===== config.mk =====
export PLATFORM = sky130hd
export DESIGN_NAME = brb_out_stage_flat
export DESIGN_NICKNAME = d
export VERILOG_FILES = /design/src/rtl/brb_pkg.sv /design/src/rtl/brb_rsp_if.sv /design/src/rtl/brb_out_stage.sv /design/src/flat_wrapper.sv
export SDC_FILE = /design/constraint.sdc
export NUM_CORES = 1
export LEC_CHECK = 0
export BUFFER_PORTS_ARGS = -buffer_cell sky130_fd_sc_hd__buf_4
export CAP_MARGIN = 20
export CORE_ASPECT_RATIO = 1.2
export CORE_MARGIN = 2
export CORE_UTILIZATION = 34
export CTS_CLUSTER_SIZE = 10
export DETAILED_ROUTE_END_ITERATION = 10
export PLACE_DENSITY = 0.83
export SKIP_CTS_REPAIR_TIMING = 1
export SLEW_MARGIN = 20
export SYNTH_ARGS = -nofsm -noshare
export SYNTH_HDL_FRONTEND = slang
export SYNTH_SLANG_ARGS = --single-unit

===== constraint.sdc =====
create_clock -name clk_i -period 1 [get_ports clk_i]
set_input_delay 0.2 -clock clk_i [delete_from_list [all_inputs] [get_ports clk_i]]
set_output_delay 0.2 -clock clk_i [all_outputs]
set_load 0.005 [all_outputs]

===== src/rtl/brb_pkg.sv =====
// Package for the byte ring buffer: field widths, operation codes and result type.
package brb_pkg;

  localparam int unsigned OP_W   = 3;
  localparam int unsigned BYTE_W = 8;
  localparam int unsigned AMT_W  = 11;
  localparam int unsigned CNT_W  = 11;

  // Operation codes carried in the op field
  typedef enum logic [OP_W-1:0] {
    OP_PUSH       = 3'd0,
    OP_PEEK       = 3'd1,
    OP_DROP_FRONT = 3'd2,
    OP_DROP_BACK  = 3'd3,
    OP_CLEAR      = 3'd4
  } brb_op_e;

  // One result item
  typedef struct packed {
    logic              ok;
    logic [BYTE_W-1:0] read_byte;
    logic [CNT_W-1:0]  count;
  } brb_result_t;

endpackage


===== src/rtl/brb_rsp_if.sv =====
// Response channel: one result per transaction.
interface brb_rsp_if;
  logic                       valid;
  logic                       ready;
  logic                       ok;
  logic [brb_pkg::BYTE_W-1:0] read_byte;
  logic [brb_pkg::CNT_W-1:0]  count;

  modport source (output valid, output ok, output read_byte, output count, input ready);
  modport sink   (input valid, input ok, input read_byte, input count, output ready);
endinterface


===== src/rtl/brb_out_stage.sv =====
// Output register slice driving the response channel.
module brb_out_stage (
  input  logic                 clk_i,
  input  logic                 rst_ni,
  input  logic                 in_valid_i,
  output logic                 in_ready_o,
  input  brb_pkg::brb_result_t in_result_i,
  brb_rsp_if.source            rsp_o
);

  logic                 valid_q, valid_d;
  brb_pkg::brb_result_t res_q;

  // Free when empty or the held result is taken this cycle
  assign in_ready_o = !valid_q || rsp_o.ready;

  always_comb begin
    valid_d = valid_q;
    if (in_ready_o) begin
      valid_d = in_valid_i;
    end
  end

  always_ff @(posedge clk_i or negedge rst_ni) begin
    if (!rst_ni) begin
      valid_q <= 1'b0;
    end else begin
      valid_q <= valid_d;
    end
  end

  // Payload, no reset
  always_ff @(posedge clk_i) begin
    if (in_ready_o && in_valid_i) begin
      res_q <= in_result_i;
    end
  end

  assign rsp_o.valid     = valid_q;
  assign rsp_o.ok        = res_q.ok;
  assign rsp_o.read_byte = res_q.read_byte;
  assign rsp_o.count     = res_q.count;

endmodule


===== src/flat_wrapper.sv =====
// flat-port wrapper written by rule: the top's interface ports become plain ports
module brb_out_stage_flat 
  (clk_i, rst_ni, in_valid_i, in_ready_o, in_result_i, rsp_o_valid, rsp_o_ok, rsp_o_read_byte, rsp_o_count, rsp_o_ready);
  brb_rsp_if rsp_o_i ();
  input  logic clk_i;
  input  logic rst_ni;
  input  logic in_valid_i;
  output logic in_ready_o;
  input  brb_pkg::brb_result_t in_result_i;
  output wire logic [$bits(rsp_o_i.valid)-1:0] rsp_o_valid;
  output wire logic [$bits(rsp_o_i.ok)-1:0] rsp_o_ok;
  output wire logic [$bits(rsp_o_i.read_byte)-1:0] rsp_o_read_byte;
  output wire logic [$bits(rsp_o_i.count)-1:0] rsp_o_count;
  input wire logic [$bits(rsp_o_i.ready)-1:0] rsp_o_ready;
  assign rsp_o_valid = rsp_o_i.valid;
  assign rsp_o_ok = rsp_o_i.ok;
  assign rsp_o_read_byte = rsp_o_i.read_byte;
  assign rsp_o_count = rsp_o_i.count;
  assign rsp_o_i.ready = rsp_o_ready;
  brb_out_stage u_core (.clk_i(clk_i), .rst_ni(rst_ni), .in_valid_i(in_valid_i), .in_ready_o(in_ready_o), .in_result_i(in_result_i), .rsp_o(rsp_o_i));
endmodule

---- Word level (Yosys, flattened, before mapping) ----
Index checks and enable logic that the tools add are counted.
W data, S select, Z words.
storage, ports and cells
  input port bits ......................... 24
  output and inout bits ................... 22
  register bits ........................... 21
  logic and storage cells ................. 7
cells by class
  reductions and logical operators ........ 3
operators by type and width
  operator             count
  $logic_and A1 B1 Y1  1
  $logic_not A1 Y1     1
  $logic_or A1 B1 Y1   1

---- Longest topological paths before layout ----
  word-level depth ........................ 3
  mapped depth ............................ 2
  gate-level depth less buffers ........... 2

---- Worst setup path after synthesis ----
OpenSTA, ideal clock, no wires.
  path type ............................... reg2reg
  start ................................... reg u_core.valid_q, in the netlist u_core.rsp_o.valid
  end ..................................... reg u_core.res_q, in the netlist u_core.rsp_o.count[0] (enable)
  stages on the path, launching flop included .. 3
  required time ........................... 0.681 ns
  library setup time ...................... 0.319 ns
  period minus slack after synthesis ...... 1.066 ns
  buffers on the path ..................... 0
  arrival time ............................ 0.746 ns
  setup slack ............................. -0.066 ns
  path through ............................ dfrtp_1 > nand2b_4 > and2_4
on the way
  word-level cells in the longest chain between the ends .. 3
RTL lines
  what                    line                 RTL
  from (decl)             brb_out_stage.sv:11  logic valid_q, valid_d;
  from (signal assigned)  brb_out_stage.sv:28  valid_q <= valid_d;
  $logic_not A1 Y1        brb_out_stage.sv:15  assign in_ready_o = !valid_q || rsp_o.ready;
  $logic_or A1 B1 Y1      brb_out_stage.sv:15
  net in_ready_o          flat_wrapper.sv:8    output logic in_ready_o;
  $logic_and A1 B1 Y1     brb_out_stage.sv:34  if (in_ready_o && in_valid_i) begin
  to (signal assigned)    brb_out_stage.sv:35  res_q <= in_result_i;
  to (decl)               brb_out_stage.sv:12  brb_pkg::brb_result_t res_q;
The timed path passes the listed nets, and every way through them passes these cells.
A chain may end at the register's enable or synchronous reset.

---- Worst setup path after layout ----
  start ................................... reg u_core.valid_q, in the netlist u_core.rsp_o.valid
  end ..................................... out in_ready_o
on the way
  word-level cells in the longest chain between the ends .. 2
RTL lines
  what                line
  $logic_not A1 Y1    brb_out_stage.sv:15
  $logic_or A1 B1 Y1  brb_out_stage.sv:15
  to (decl)           flat_wrapper.sv:8
Every way passes these cells.

==> impl_metrics.toml <==
[pwr]
vdd_ir_drop_max_mv = 0.923
clkPwrFrac_pct = 23.6
sw_frac_of_total_pct = 18.6
p_leak_nw = 0.465
seqPwrFrac_pct = 64.5
cellPowerDensity_nw_per_um2 = 1480
intPower_mw = 1.31
p_switching_mw = 0.299
pwr-share-comb_pct = 11.9

[detailed_routing]
via_per_inst = 4.36
drt_wl_total_mm = 1.24
drt_pass1_iterations = 2
drtAntennaViolNets = 0
route.detailed.drc = 0
num_vias = 410
drt_iter0_markers = 6
avgRoutedWirePerCell_um = 13.2

[floorplan]
boundaryPins = 46
fp.dieArea_um2 = 2290
start_util_pct = 35.8
die_w_um = 44.1
core_um2 = 1830
die_h_um = 52.1
rows = 17

[hold_path]
min_path_cells = 1
min_path_type = "primary input to flip-flop"
hp-start = "in_result_i[16]"
min_to = "u_core.rsp_o.read_byte[5]"

[timing]
setup_violations = 34
fmax_mhz = 859
rsz0062_at_grt = "true"
report.final.slew_viol_count = 0
skew_ns = 0.000646
tightest_slew_ns = 0.248
fin_crit_sh_pct = 116
slew_headroom_pct = 83.5
hold-worst-slack_ns = 0.0804
tns_ns = -2.41
final_hold_viol_count = 0
period_needed_ns = 1.16
setup_slack_ns = -0.164

[grt]
track_usage_pct = 11.6
grt_pass1_wl_mm = 1.84
busiest_layer = "met2"
grt_antenna_before_repair = 0
use_met2_pct = 17.9
overflow = 0
met1_usage_pct = 13.9
grt_max_degree = 21
use_met3_pct = 5.56
grt_pass1_vias = 392

[setup_path]
cpMostUsedCell = "buf_6"
slowest_stage = "dfrtp_1"
criticalPathCategory = "flip-flop to output port"
startpoint = "u_core.rsp_o.valid"
r2r_start = "u_core.rsp_o.valid"
rr_worst_depth = 2
critPathLaunchType = "flip-flop"
arrival_ns = 0.96
rrSetupSlack_ns = -0.10
crit_path_cell_trace = "nand2b_4, buf_6, buf_6"
endpoint_kind = "output port"
crit_path_max_incr_delay_ns = 0.40
timing.rr.end = "u_core.rsp_o.read_byte[0]"
cp.required_ns = 0.80
cp_max_fo = 2

[final_layout]
drive_gt1_share_pct = 68.0
multi_input_area_um2 = 28.8
antennaDiodeCount = 0
nets = 100
regArea_um2 = 626
syn_to_final_growth_pct = 65.4
nFillCells = 145

[flow_run]
cap_violations = 0

[placed_design]
gp_congestion = 0.653
port_buffers = 45

[status]
violations = "negative setup slack"
outcome = "finished with violations"

[clock_network]
clock_path_buffers = 2
root_buffer = "clkbuf_4"
clk_pin_slew_ns = 0.10
insertion_delay_ns = 0.29
cts_tree = "built"
htree_num_levels = 1
clock_sinks = 21
cts-buffers-inserted = 3

[yosys]
synth_area_leaders = "edfxtp_1 92%, dfrtp_1 3.8%, nand2b_4 2.1%, and2_4 1.3%, nand2b_1 0.96%"
syn_nets = 48
netlist_area_um2 = 654
synth_warnings = 0
synth.avg_cell_area_um2 = 27.3
synth_area_leader_cell = "edfxtp_1"
syn_inst = 24
synth_top_area_share_pct = 91.8
ys_seq_area_share_pct = 95.6
synth.distinct_cells = 5
synth-seq-cells = 21
cell families (layout without fill, tap and decap cells):
kind of cell	count (synthesis)	count (layout)	synth area share (%)
and+or+nand+nor	3	3	4.40
DFF	21	21	95.6
buffers and inverters	0	51	0
worst max-delay path by stage:
stage / end / slack [ns] / cells after the start
6_report: in_ready_o / -0.16 / 3
2_1_floorplan: u_core.rsp_o.count[0] / -0.06 / 2
5_1_grt: in_ready_o / -0.23 / 3
4_1_cts: in_ready_o / -0.22 / 3
3_3_place_gp: u_core.rsp_o.count[0] / -0.07 / 2
3_5_place_dp: u_core.rsp_o.read_byte[0] / -0.1 / 2
metrics by stage:
stage / worst slack, ns / utilization [%] / std cells / area [um2] / total power [mW]
finish: -0.164 / 59.2 / 94 / 1080 / 1.61
global route: -0.234 / 59.2 / 94 / 1080 / 1.69
CTS: -0.220 / 57.4 / 93 / 1050 / 1.62
detailed placement: -0.0969 / 56.0 / 89 / 1020 / 1.24
global placement: -0.0680 / 56.0 / 89 / 1020 / 1.23
floorplan: -0.0616 / - / 24 / 654 / 1.09
cells in the final DEF (no fill, tap or decap), drive strengths merged:
master,synthesis,routed
buf,0,46
edfxtp,20,20
clkbuf,0,4
nand2b,2,2
and2,1,1
dlygate4sd3,0,1
dfrtp,1,1
synth_stat cells:
master / n
edfxtp_1: 20
and2_4: 1
nand2b_1: 1
nand2b_4: 1
dfrtp_1: 1
final cells by class:
class / instances / area share (%)
timing repair buffer: 47 / 34.9
tap: 19 / 2.20
clock buffer: 4 / 2.43
sequential: 21 / 57.8
multi-input combinational: 3 / 2.66
metal layers:
layer	up-vias	part of all wire, %
li1	195	-
met1	174	34
met2	41	47
met3	0	18
met4	0	0
met5	-	0
power by group through the flow:
| stage | Combinational, mW | Sequential, mW | Clock, mW |
|---|---|---|---|
| 2_1_floorplan | 0.0261 | 1.06 | 0 |
| 3_3_place_gp | 0.180 | 1.05 | 0 |
| 3_5_place_dp | 0.184 | 1.06 | 0 |
| 4_1_cts | 0.184 | 1.04 | 0.397 |
| 5_1_grt | 0.207 | 1.04 | 0.440 |
| 6_report | 0.191 | 1.04 | 0.379 |
worst max-delay path: cells and delay by family, from the launching register on:
| kind | cells | cell delay [ns] |
|---|---|---|
| buffers and inverters | 2 | 0.21 |
| AND/OR/NAND/NOR | 1 | 0.06 |
| flip-flops | 1 | 0.40 |
registers in the layout, summed over array words and instances, names as in the netlist:
register and flops:
u_core.rsp_o.ok 1, u_core.rsp_o.valid 1, u_core.rsp_o.count 11, u_core.rsp_o.read_byte 8
(Power assumes the default switching activity.)
